**src/isched_pkg.sv**
```systemverilog
// isched_pkg: shared widths, constants and control types for the interval scheduler
// no dependencies; imported by the interfaces, the controller, the datapath and the top level
package isched_pkg;

    localparam int START_W   = 11;
    localparam int DUR_W     = 12;
    localparam int END_W     = 13;
    localparam int COUNT_W   = 9;
    localparam int GAP_W     = 11;

    localparam logic [GAP_W-1:0]   GAP_RESET = 11'd10;
    localparam logic [COUNT_W-1:0] COUNT_MAX = 9'd511;

    // one stored interval
    typedef struct packed {
        logic [START_W-1:0] start_min;
        logic [END_W-1:0]   end_min;
    } isched_entry_t;

    // commands from the controller to the datapath
    typedef struct packed {
        logic accept;
        logic place;
        logic shift;
        logic scan_rd;
        logic scan_start;
        logic scan_first;
        logic scan_step;
        logic load_result;
    } isched_cmd_t;

    // status from the datapath to the controller
    typedef struct packed {
        logic full;
        logic pos_zero;
        logic greater;
        logic last_item;
        logic scan_last;
        logic out_free;
    } isched_status_t;

endpackage

```
**src/isched_ctrl.sv**
```systemverilog
// isched_ctrl: sequencer for insertion, greedy scan and result hand-off
// depends on isched_pkg for the command and status types
module isched_ctrl
    import isched_pkg::*;
(
    input  logic           clk,
    input  logic           rst_n,
    input  logic           in_valid,
    output logic           in_ready,
    input  isched_status_t status,
    output isched_cmd_t    cmd
);

    typedef enum logic [2:0] {
        ST_IDLE,
        ST_INS,
        ST_SHIFT,
        ST_SCAN_INIT,
        ST_SCAN_FIRST,
        ST_SCAN,
        ST_RESULT
    } state_t;

    state_t state_reg;
    state_t state_next;
    logic   in_ready_reg;

    always_ff @(posedge clk or negedge rst_n)
    begin
        if (!rst_n)
        begin
            state_reg    <= ST_IDLE;
            in_ready_reg <= 1'b1;
        end
        else
        begin
            state_reg    <= state_next;
            in_ready_reg <= (state_next == ST_IDLE);
        end
    end

    assign in_ready = in_ready_reg;

    always_comb
    begin
        state_next = state_reg;
        cmd        = '0;
        case (state_reg)
            ST_IDLE:
            begin
                if (in_valid && in_ready_reg)
                begin
                    cmd.accept = 1'b1;
                    state_next = ST_INS;
                end
            end
            ST_INS:
            begin
                if (status.full)
                begin
                    state_next = status.last_item ? ST_SCAN_INIT : ST_IDLE;
                end
                else if (status.pos_zero)
                begin
                    cmd.place  = 1'b1;
                    state_next = status.last_item ? ST_SCAN_INIT : ST_IDLE;
                end
                else
                begin
                    state_next = ST_SHIFT;
                end
            end
            ST_SHIFT:
            begin
                if (status.pos_zero || !status.greater)
                begin
                    cmd.place  = 1'b1;
                    state_next = status.last_item ? ST_SCAN_INIT : ST_IDLE;
                end
                else
                begin
                    cmd.shift = 1'b1;
                end
            end
            ST_SCAN_INIT:
            begin
                cmd.scan_rd    = 1'b1;
                cmd.scan_start = 1'b1;
                state_next     = ST_SCAN_FIRST;
            end
            ST_SCAN_FIRST:
            begin
                cmd.scan_rd    = 1'b1;
                cmd.scan_first = 1'b1;
                state_next     = status.scan_last ? ST_RESULT : ST_SCAN;
            end
            ST_SCAN:
            begin
                cmd.scan_rd   = 1'b1;
                cmd.scan_step = 1'b1;
                if (status.scan_last)
                begin
                    state_next = ST_RESULT;
                end
            end
            ST_RESULT:
            begin
                if (status.out_free)
                begin
                    cmd.load_result = 1'b1;
                    state_next      = ST_IDLE;
                end
            end
            default:
            begin
                state_next = ST_IDLE;
            end
        endcase
    end

`ifndef SYNTHESIS
    // ready only while waiting for a beat
    assert property (@(posedge clk) disable iff (!rst_n)
        in_ready_reg |-> (state_reg == ST_IDLE))
        else $error("isched_ctrl: ready raised outside idle");

    // at most one datapath action per cycle
    assert property (@(posedge clk) disable iff (!rst_n)
        $onehot0({cmd.accept, cmd.place, cmd.shift, cmd.scan_first, cmd.scan_step,
                  cmd.load_result}))
        else $error("isched_ctrl: conflicting datapath commands");

    // the scan loop is entered only from its first step
    assert property (@(posedge clk) disable iff (!rst_n)
        (state_reg == ST_SCAN) |->
            ($past(state_reg) == ST_SCAN_FIRST || $past(state_reg) == ST_SCAN))
        else $error("isched_ctrl: scan entered without first entry");
`endif

endmodule

```
**config.mk**
```make
export PLATFORM = sky130hd
export DESIGN_NAME = isched_ctrl
export DESIGN_NICKNAME = d
export VERILOG_FILES = /design/src/isched_pkg.sv /design/src/isched_ctrl.sv
export SDC_FILE = /design/constraint.sdc
export NUM_CORES = 1
export LEC_CHECK = 0
export BUFFER_PORTS_ARGS = -buffer_cell sky130_fd_sc_hd__buf_2
export CORE_AREA = 3 3 40 42
export DETAILED_ROUTE_END_ITERATION = 12
export DIE_AREA = 0 0 43 45
export PLACE_DENSITY_LB_ADDON = 0.15
export SYNTH_ARGS = -nofsm -noshare
export SYNTH_HDL_FRONTEND = slang
export SYNTH_SLANG_ARGS = --single-unit
```
**constraint.sdc**
```tcl
create_clock -name clk -period 2 [get_ports clk]
set_input_delay 0.4 -clock clk [delete_from_list [all_inputs] [get_ports clk]]
set_output_delay 0.4 -clock clk [all_outputs]
set_load 0.005 [all_outputs]
```
Word level (Yosys, flattened, before mapping)
Cells that the tools add are included.
{"block": "totals", "regBits": 4, "input_bits": 9, "output_inout_bits": 9, "wordCells": 37}
{"block": "classes", "eq_ne": 6, "muxes": 23, "reduce_logical": 6}
{"cell": "case mux 3 bit (7 select lines)", "count": 1}
{"cell": "two-way mux 3 bit", "count": 5}
{"cell": "two-way mux 1 bit", "count": 13}
{"cell": "equality test 3 bit (second input constant)", "count": 3}
{"cell": "equality test 3 x 2 -> 1 bit (second input constant)", "count": 2}
{"cell": "logical NOT 3 bit", "count": 2}
{"cell": "two-way mux 2 bit", "count": 3}
{"cell": "equality test 3 x 1 -> 1 bit (second input constant)", "count": 1}
{"cell": "OR reduction 3 bit", "count": 1}
{"cell": "case mux 1 bit (2 select lines)", "count": 1}
{"cell": "logical AND 1 bit", "count": 1}
{"cell": "logical NOT 1 bit", "count": 1}
{"cell": "logical OR 1 bit", "count": 1}

Logic depth before layout (Yosys ltp)
Gate-level depths: netlist (run 1).
{"block": "logic_depth", "ltp_word": 5, "depth_mapped": 5, "mapped_depth_nobuf": 4}

Worst setup path before layout (run 1)
No wires, ideal clock.
{"block": "synth_timing", "path_kind": "register to output", "from": "reg state_reg[2]", "to": "out cmd[4] in the netlist's numbering", "arrival_ns": 0.929, "required_time_ns": 1.600, "setup_slack_ns": 0.671, "stages_incl_launch_ff": 4, "cell_sequence": "dfrtp_1 > buf_2 > or2_2 > nand2_1"}
{"element": "from (decl)", "line": "isched_ctrl.sv:24", "source": "state_t state_reg;"}
{"element": "from (signal assigned)", "line": "isched_ctrl.sv:37", "source": "state_reg <= state_next;"}
{"element": "to (decl)", "line": "isched_ctrl.sv:11", "source": "output isched_cmd_t cmd"}

==> metrics.md, run 1 <==
| Metric | Value |
|---|---|
| Status | finished clean |
| Slew Limit Headroom | 0.733 |
| Initial antenna violation count | 0 |
| Lkg Pwr | 0.238 nW |
| CP Data Arrival Time | 1350 ps |
| Post-layout util | 0.351 |
| Dpl cell area | 414 um^2 |
| H-tree depth | 1 |
| Crit-path max FO | 11 |
| Top cell type's share of synthesized area | 0.225 |
| Worst hold path class | in -> async |
| Area contributors post-synth | dfrtp_1 (22%), dfstp_2 (7.9%), nand2_1 (5.6%) |
| Core area | 1280 um^2 |
| # setup viols final | 0 |
| Die Footprint | 1940 um^2 |
| Pin count of the biggest net entering global routing | 13 |
| Area leader, netlist | dfrtp_1 |
| Setup TNS | 0 ps |
| Syn_nets | 48 |
| Vias | 338 |
| Post-CTS Setup Bufs | 0 |
| Logic gate share of total power | 0.450 |
| Final Hold Viols | 0 |
| ANT cells | 0 |
| Pint | 343 uW |
| Die W | 43 um |
| Vias in the first global route | 312 |
| Mapped Avg Cell Area | 8.57 um^2 |
| Final instance area | 450 um^2 |
| Register area | 101 um^2 |
| Final period util | 0.873 |
| VDD IR max | 0.537 mV |
| Fraction of layout cells with a size suffix above 1 | 0.500 |
| Worst-Margin Slew | 394 ps |
| Most common cell in the netlist | nand2_1 |
| I/O Buffers | 17 |
| Max FFs per register | 3 |
| Synth top cells by count | nand2_1 (5), nor2_1 (4), dfrtp_1 (3), nand2b_1 (3) |
| Multi-input gate area | 205 um^2 |
| CP required | 1600 ps |
| CP endpoint kind | output port |
| Latest clock arrival within the worst-skew pair | 240 ps |
| Site Rows | 13 |
| Residual antenna-violating net count after detailed routing | 0 |
| Clock buffer depth | 2 |
| Post-synth EDFFs | 0 |
| GP Congestion | 0.671 |
| Clk_skew | 7.02 ps |
| Layout area overhead | 34.8% |
| Pwr dens | 1230 nW/um^2 |
| Cells after synthesis | 39 |
| Switch Pwr | 210 uW |
| DR pass1 iterations | 3 |
| Slew Limit Fails | 0 |
| Seq/Total Area, Yosys | 0.303 |
| FFs w/ async S/R, synth | 1.00 |
| CTS tree | done |
| Primary FF master, synth | dfrtp_1 |
| Crit start category | flip-flop |
| Wirelength per Cell | 10.4 um |
| Root buf cell | clkbuf_4 |
| Max Fclk | 573 MHz |
| Initial Utilization | 0.260 |
| Starting DRT DRC Count | 2 |
| Flops & latches, synth | 4 |
| CTS clk-pin slew, worst paths | 40 ps |
| Die Ht | 45 um |
| Worst hold slack | 493 ps |
| Flop pwr share | 0.347 |
| Synth Warn # | 0 |
| Maxcap violations | 0 |
| GRT Util Overall | 0.0994 |
| WL final | 762 um |
| First-pass GRT wire length | 1370 um |
| Num CTS Buffers | 3 |
| Via/cell ratio | 4.63 |
| Final min period | 1750 ps |
| Clk pwr share | 0.203 |
| DRC | 0 |
| Synth unique cells | 26 |
| I/O Pins | 18 |
| Sw Ratio | 0.379 |
| Final #Nets | 68 |
| # fillers | 148 |
| RSZ-0062 raised after global routing | no |
| Clock sink count | 4 |
| Critical path type | reg -> out |
| Grt ovf | 0 |
| Final HPWL DP | 586 um |
| Post-synthesis instance area | 334 um^2 |
## what timing repair did
| action | 4_1_cts | 5_1_grt |
|---|---|---|
| endpoints found under the hold margin | 3 | 0 |
| gates resized for setup | 0 | 0 |
| hold buffers | 1 | 0 |
| setup endpoints to repair | 0 | 0 |
## through the flow
stage / power, mW / setup slack (ps) / cells
floorplan: 0.384 / 671 / 39
global placement: 0.455 / 508 / 68
CTS: 0.565 / 225 / 73
finish: 0.553 / 255 / 73
global route: 0.613 / 144 / 73
detailed placement: 0.446 / 496 / 68
## cell type report
type | count | share of cell area
clock buffer | 4 | 0.0583
inverter | 1 | 0.00833
multi-input combinational | 31 | 0.456
sequential | 4 | 0.225
tap | 15 | 0.0417
timing repair buffer | 18 | 0.211
## critical path, cell delays in order (launching register included)
cell and delay [ps]:
dfrtp_1 510, nand2_1 80, or2_2 300, nand2_1 100, buf_2 120
## cells by family (layout without fill, tap and decap cells)
family / after synthesis / count (layout) / share of synthesized area
and+or+nand+nor: 25 / 25 / 0.494
AOI/OAI and AO/OA: 6 / 6 / 0.120
DFF: 4 / 4 / 0.303
buffers and inverters: 4 / 23 / 0.0824
## layer usage
metal	part of all wire	wire length (um)	vias to the layer above	track usage
met5	0	0	-	0
met4	0	0	0	0.0723
met3	0.042	32	0	0.0478
met2	0.46	351	11	0.126
met1	0.50	378	152	0.129
li1	-	-	175	-
## power groups by stage
stage	Clock (mW)	Sequential [mW]	Combinational, mW
3_5_place_dp	0	0.194	0.252
3_3_place_gp	0	0.196	0.259
5_1_grt	0.124	0.205	0.284
2_1_floorplan	0	0.142	0.243
6_report	0.112	0.192	0.249
4_1_cts	0.117	0.193	0.255
## path summary, 6_finish.rpt
check                             start           end  slack [ps]  cells past startpoint
setup reg to reg           state_reg[2]      in_ready         600                      4
setup / recovery           state_reg[1]        cmd[4]         250                      4
hold / removal                    rst_n  state_reg[1]         490                      2
min in group clk              status[1]  state_reg[1]         500                      3
hold reg to reg            state_reg[2]  state_reg[2]         690                      2
max in group asynchronous         rst_n      in_ready        1300                      2
## cells in the final DEF, fill, tap and decap left out
cell,synthesis,final
o32ai_1,1,1
nor3_2,1,1
nand2_1,5,5
o21ai_0,2,2
nor4_1,1,1
nor4b_1,1,1
dlygate4sd3_1,0,1
buf_2,1,17
nor2_1,4,4
o211ai_1,1,1
or2_2,1,1
dfstp_2,1,1
clkbuf_1,0,1
nor3b_1,1,1
nand2b_1,3,3
and4bb_2,1,1
clkbuf_4,0,3
and2b_2,2,2
o311ai_1,1,1
and3b_2,1,1
dfrtp_1,3,3
a21oi_1,1,1
and3_1,1,1
inv_1,1,1
nor3_1,1,1
or3_4,1,1
or2b_4,1,1
Power figures use the tool's default switching activity.
==> run 2, diff against run 1 <==
- ABC_AREA: unset -> 1
==> run 2 against run 1 <==
Compared with the run above:
- wire length rose by 8.1%
- non-clock buffer count is the same
- combinational power rose by 33%
- critical path depth stayed put
- register-to-register slack better by 240 ps
- utilization grew 3.4 points
- sequential share of layout area shrank 2.0 points
- die area unchanged
- critical endpoint is now cmd[6]
- via count grew 20%
==> metrics.md, run 2 <==
| Metric | Value |
|---|---|
| Top cell type's share of synthesized area | 0.208 (-0.0171) |
| Worst-Margin Slew | 297 ps (-96.8 ps) |
| Final min period | 1690 ps (-53.1 ps) |
| Initial antenna violation count | 0 (unchanged) |
| ANT cells | 0 (unchanged) |
| First-pass GRT wire length | 1360 um (-1.0%) |
| Via/cell ratio | 4.26 (-7.9%) |
| Initial Utilization | 0.281 (+0.0214) |
| Die W | 43 um (unchanged) |
| Residual antenna-violating net count after detailed routing | 0 (unchanged) |
| Worst hold path class | in -> async |
| Flops & latches, synth | 4 (unchanged) |
| Crit-path cells | inv_2 -> nand3_1 -> o32ai_1 -> buf_2 |
| VDD IR max | 0.608 mV (+13%) |
| DRC | 0 (unchanged) |
| Setup ws final | 308 ps (+53.1 ps) |
| Slew Limit Headroom | 0.802 (+0.0687) |
| H-tree depth | 1 (unchanged) |
| Root buf cell | clkbuf_4 |
| Final period util | 0.846 (-0.0265) |
| Max FFs per register | 3 (unchanged) |
| CTS clk-pin slew, worst paths | 40 ps (about the same) |
| Commonest non-fill, non-tap cell in the layout | buf_2 |
| Starting DRT DRC Count | 7 (+5) |
| Vias | 405 (+20%) |
| I/O Buffers | 17 (unchanged) |
| Final instance area | 494 um^2 (+9.7%) |
| Crit start category | flip-flop |
| Final HPWL DP | 703 um (+20%) |
| Status | finished clean |
| Delay of the slowest cell on the worst path | 470 ps (-40 ps) |
| CP endpoint kind | output port |
| Overall power | 619 uW (+12%) |
| Clk_skew | 4.93 ps (-2.09 ps) |
| Setup TNS | 0 ps (unchanged) |
| CP required | 1600 ps (about the same) |
| Layout area overhead | 36.7% |
| Core area | 1280 um^2 (unchanged) |
| Critical-path top delay cell | dfrtp_1 |
| Setup WS pre-CTS | 538 ps (+41.7 ps) |
| Mapped Avg Cell Area | 6.13 um^2 (-28%) |
| Post-synthesis instance area | 362 um^2 (+8.2%) |
| I/O Pins | 18 (unchanged) |
| Maxcap violations | 0 (unchanged) |
| Lkg Pwr | 0.326 nW (+37%) |
| Critical path type | reg -> out |
| Final #Nets | 90 (+32%) |
| CTS tree | done |
| RSZ-0062 raised after global routing | no |
| FFs w/ async S/R, synth | 1.00 (unchanged) |
| Worst hold slack | 500 ps (+7.01 ps) |
| GRT Util Overall | 0.0962 (-0.00318) |
| # fillers | 138 (-6.8%) |
| Die Footprint | 1940 um^2 (unchanged) |
| Post-layout util | 0.385 (+0.0341) |
| Fraction of layout cells with a size suffix above 1 | 0.438 (-0.0625) |
| Area contributors post-synth | dfrtp_1 (21%), inv_1 (11%), nand2_1 (11%) |
| Dpl cell area | 458 um^2 (+11%) |
| Grt ovf | 0 (unchanged) |
| Num CTS Buffers | 3 (unchanged) |
| Final Hold Viols | 0 (unchanged) |
| Wirelength per Cell | 8.67 um (-17%) |
| Cells after synthesis | 59 (+51%) |
| Fin cells | 95 (+30%) |
| DR pass1 iterations | 4 (+1) |
| Seq/Total Area, Yosys | 0.280 (-0.0231) |
| Primary FF master, synth | dfrtp_1 |
| CP Data Arrival Time | 1290 ps (-60 ps) |
| Buffers and inverters on the worst path | 2 (+1) |
| Synth top cells by count | inv_1 (11), nand2_1 (11), nand3_1 (7), inv_2 (5), nor2_1 (5) |
| Clock sink count | 4 (unchanged) |
| Clock buffer depth | 2 (unchanged) |
| Pin count of the biggest net entering global routing | 9 (-4) |
| WL final | 824 um (+8.1%) |
| Site Rows | 13 (unchanged) |
| Syn_nets | 68 (+42%) |
| Slew Limit Fails | 0 (unchanged) |
| Die Ht | 45 um (unchanged) |
| Crit-path max FO | 8 (-3) |
| Latest clock arrival within the worst-skew pair | 240 ps (about the same) |
| Post-CTS Setup Bufs | 0 (unchanged) |
| Synth Warn # | 0 (unchanged) |
| Area leader, netlist | dfrtp_1 |
| Pwr dens | 1250 nW/um^2 (+2.0%) |
| Placed Cells | 90 (+32%) |
| # setup viols final | 0 (unchanged) |
| Max Fclk | 591 MHz (+3.1%) |
| Post-synth EDFFs | 0 (unchanged) |
| Crit-path leading delay family | flip-flops |
| Most frequent cells in the layout | buf_2 (17), inv_1 (11), nand2_1 (11), nand3_1 (7) |
| GP Congestion | 0.719 (+7.1%) |
| Vias in the first global route | 369 (+18%) |
| Synth unique cells | 15 (-42%) |
run 2: changes by cell type in the layout (fill, tap and decap cells not counted), moves of 3 or more:
| cell | delta |
|---|---|
| nand2_1 | +6 |
| nand2b_1 | -3 |
| nor2_2 | +4 |
| inv_2 | +5 |
| nand3_1 | +7 |
| nand2_2 | +4 |
| inv_1 | +10 |
run 2: layout make-up:
| cell class | count | area, um^2 | share of cell area |
|---|---|---|---|
| Timing Repair Buffer | 18 | 95.1 | 0.192 |
| Multi-Input combinational cell | 38 | 193 | 0.390 |
| Clock buffer | 4 | 26.3 | 0.0532 |
| Sequential cell | 4 | 101 | 0.205 |
| Tap cell | 15 | 18.8 | 0.0380 |
| Inverter | 16 | 60.1 | 0.122 |
run 2: layer usage:
layer  track usage  vias up  wire [um]
li1              -      221          -
met1         0.110      176        345
met2         0.153        8        435
met3        0.0279        0         43
met4        0.0723        0          0
met5             0        -          0
run 2: final timing paths:
| path | startpoint | end | slack (ps) | depth (start not counted) |
|---|---|---|---|---|
| hold / removal | rst_n | state_reg[0] | 500 | 2 |
| max in group asynchronous | rst_n | in_ready | 1290 | 2 |
| setup / recovery | state_reg[2] | cmd[6] | 310 | 4 |
| setup reg to reg | state_reg[2] | in_ready | 840 | 6 |
| hold reg to reg | in_ready | state_reg[0] | 720 | 4 |
| min in group clk | status[1] | state_reg[0] | 530 | 4 |
run 2: cells by family after synthesis:
kind of cell	count (synthesis)	share of synthesized area
buffers and inverters	17	0.187
and+or+nand+nor	35	0.481
DFF	4	0.280
AOI/OAI and AO/OA	3	0.0519
run 2: where the power goes:
part | internal (mW) | total [mW] | switching, mW
logic | 0.136 | 0.330 | 0.194
registers | 0.125 | 0.180 | 0.0542
clock network | 0.0750 | 0.110 | 0.0347
total | 0.336 | 0.619 | 0.283
run 2: timing repair:
action | in CTS | in global routing
endpoints found under the hold margin | 3 | 0
resized for setup | 0 | 0
hold buffers | 1 | 0
==> run 3, diff against run 2 <==
- ABC_AREA: 1 -> 0
- clock period: 2 -> 1.4 ns (I/O delays scaled with it)
==> run 3 against run 2 <==
Compared with the run above:
- the flow now finishes with violations (setup timing)
- critical path depth did not move
- combinational power grew 70%
- via count down 12%
- power is 57% higher
- register-to-register slack worse by 810 ps
- design area rose by 9.1%
- sequential power rose by 41%
- clock skew about the same
- setup slack worse by 430 ps
- critical path type unchanged
- largest cell class unchanged
- highest routed layer unchanged
==> metrics.md, run 3 (same netlist as run 1, synthesis figures left out) <==
| Metric | Value |
|---|---|
| Final #Nets | 74 (-18%) |
| Crit start category | flip-flop |
| Overall power | 971 uW (+57%) |
| Grt ovf | 0 (unchanged) |
| Max FFs per register | 3 (unchanged) |
| First-pass GRT wire length | 1390 um (+2.0%) |
| Setup WS pre-CTS | 63.6 ps (-474 ps) |
| Die Footprint | 1940 um^2 (unchanged) |
| CTS tree | done |
| # setup viols final | 8 (+8) |
| Final period util | 1.08 |
| Critical path type | reg -> out |
| Final min period | 1520 ps |
| Max Fclk | 659 MHz |
| GRT Util Overall | 0.0977 (+0.00143) |
| Worst hold path class | in -> async |
| GR Util met1 | 0.114 (+0.00405) |
| Setup ws final | -118 ps (-426 ps) |
| Worst-Margin Slew | 435 ps (+139 ps) |
| Final Hold Viols | 0 (unchanged) |
| Core area | 1280 um^2 (unchanged) |
| Latest clock arrival within the worst-skew pair | 240 ps (about the same) |
| Final HPWL DP | 645 um (-8.3%) |
| Crit-path max FO | 5 (-3) |
| Root buf cell | clkbuf_4 |
| GP Congestion | 0.655 (-8.9%) |
| ANT cells | 0 (unchanged) |
| CTS clk-pin slew, worst paths | 40 ps (about the same) |
| Num CTS Buffers | 3 (unchanged) |
| RSZ-0062 raised after global routing | yes |
| Pin count of the biggest net entering global routing | 9 (unchanged) |
| Initial Utilization | 0.260 (-0.0214) |
| Clk_skew | 4.60 ps (-0.333 ps) |
| Status | complete, but fails checks |
| I/O Pins | 18 (unchanged) |
| I/O Buffers | 17 (unchanged) |
| Clock sink count | 4 (unchanged) |
| Lkg Pwr | 0.268 nW (-18%) |
| Vias in the first global route | 354 (-4.1%) |
| VDD IR max | 0.840 mV (+38%) |
| H-tree depth | 1 (unchanged) |
| Most Crowded Layer GR | met2 |
| Pwr dens | 1800 nW/um^2 (+44%) |
| Slew Limit Headroom | 0.705 (-0.0970) |
| CP Data Arrival Time | 1240 ps (-50 ps) |
| DRC | 0 (unchanged) |
| Most frequent cells in the layout | buf_2 (16), buf_4 (5), nand2_1 (4) |
| Die W | 43 um (unchanged) |
| Slew Limit Fails | 0 (unchanged) |
| Fraction of layout cells with a size suffix above 1 | 0.672 (+0.234) |
| Vias | 358 (-12%) |
| Clock buffer depth | 2 (unchanged) |
| Residual antenna-violating net count after detailed routing | 0 (unchanged) |
| DR pass1 iterations | 1 (-3) |
| Wirelength per Cell | 10.5 um (+21%) |
| Die Ht | 45 um (unchanged) |
| CP endpoint kind | output port |
| Initial antenna violation count | 0 (unchanged) |
| Failing checks | setup timing |
| Site Rows | 13 (unchanged) |
| WL final | 831 um (+0.85%) |
| Commonest non-fill, non-tap cell in the layout | buf_2 |
| GR Layer Usage met2 | 0.153 (unchanged) |
| Met3 GRT Util | 0.0398 (+0.0120) |
| CP required | 1120 ps (-480 ps) |
| # fillers | 132 (-4.3%) |
| Maxcap violations | 0 (unchanged) |
| Layout area overhead | 61.4% |
| Via/cell ratio | 4.53 (+6.3%) |
| Starting DRT DRC Count | 0 (-7) |
-- run 3: cell count changes in the layout (fill, tap and decap cells not counted), moves of 4 or more --
cell | before | now
inv_1 | 11 | 0
nand2_1 | 11 | 4
nand3_1 | 7 | 0
inv_2 | 5 | 1
buf_4 | 0 | 5
-- run 3: path summary, 6_finish.rpt --
check / startpoint / end / slack [ps] / cells after the start
worst max-delay path: state_reg[1] / cmd[1] / -120 / 4
worst min-delay path: rst_n / state_reg[2] / 380 / 2
worst max register to register: state_reg[0] / in_ready / 30 / 4
worst min register to register: state_reg[2] / state_reg[2] / 690 / 2
max in group asynchronous: rst_n / in_ready / 810 / 2
min in group clk: status[0] / state_reg[2] / 380 / 4
-- run 3: cell type report --
type | count | area [um^2] | share of cell area
multi-input combinational | 31 | 236 | 0.439
inverter | 1 | 3.75 | 0.00696
sequential | 4 | 104 | 0.193
clock buffer | 4 | 26.3 | 0.0487
timing repair buffer | 24 | 150 | 0.278
tap | 15 | 18.8 | 0.0348
-- run 3: what timing repair did --
action                                  in CTS  in global routing
hold buffers                                 1                  0
hold endpoints to repair                     3                  0
pin swaps                                    3                  0
cloned                                       0                  0
gates resized for setup                     10                  3
endpoints found under the setup margin       8                  9
setup buffers                                4                  0
-- run 3: power breakdown --
group | internal (mW) | leakage [nW] | switching (mW) | total (mW)
Sequential | 0.184 | 0.0463 | 0.0699 | 0.254
Combinational | 0.321 | 0.206 | 0.239 | 0.560
Clock | 0.107 | 0.0150 | 0.0499 | 0.157
Total | 0.612 | 0.268 | 0.359 | 0.971
-- run 3: layer usage --
| metal | up-vias | routed length [um] |
|---|---|---|
| met5 | - | 0 |
| met4 | 0 | 0 |
| met3 | 0 | 33 |
| met2 | 9 | 438 |
| met1 | 161 | 359 |
| li1 | 188 | - |
-- run 3: through the flow --
step	std cells	setup TNS [ps]	cell area [um^2]	hold slack [ps]	util
after floorplan	39	0	334	-15.6	-
after global placement	70	0	429	89.1	0.334
after detailed placement	70	0	429	91.1	0.334
after CTS	79	-716	528	366	0.411
after global routing	79	-1290	539	393	0.420
final	79	-678	539	376	0.420
-- run 3: critical path: stages, from the launching register on --
cell and delay, ps:
dfrtp_2 420, buf_4 140, buf_4 130, and3b_2 210
buf_2 100
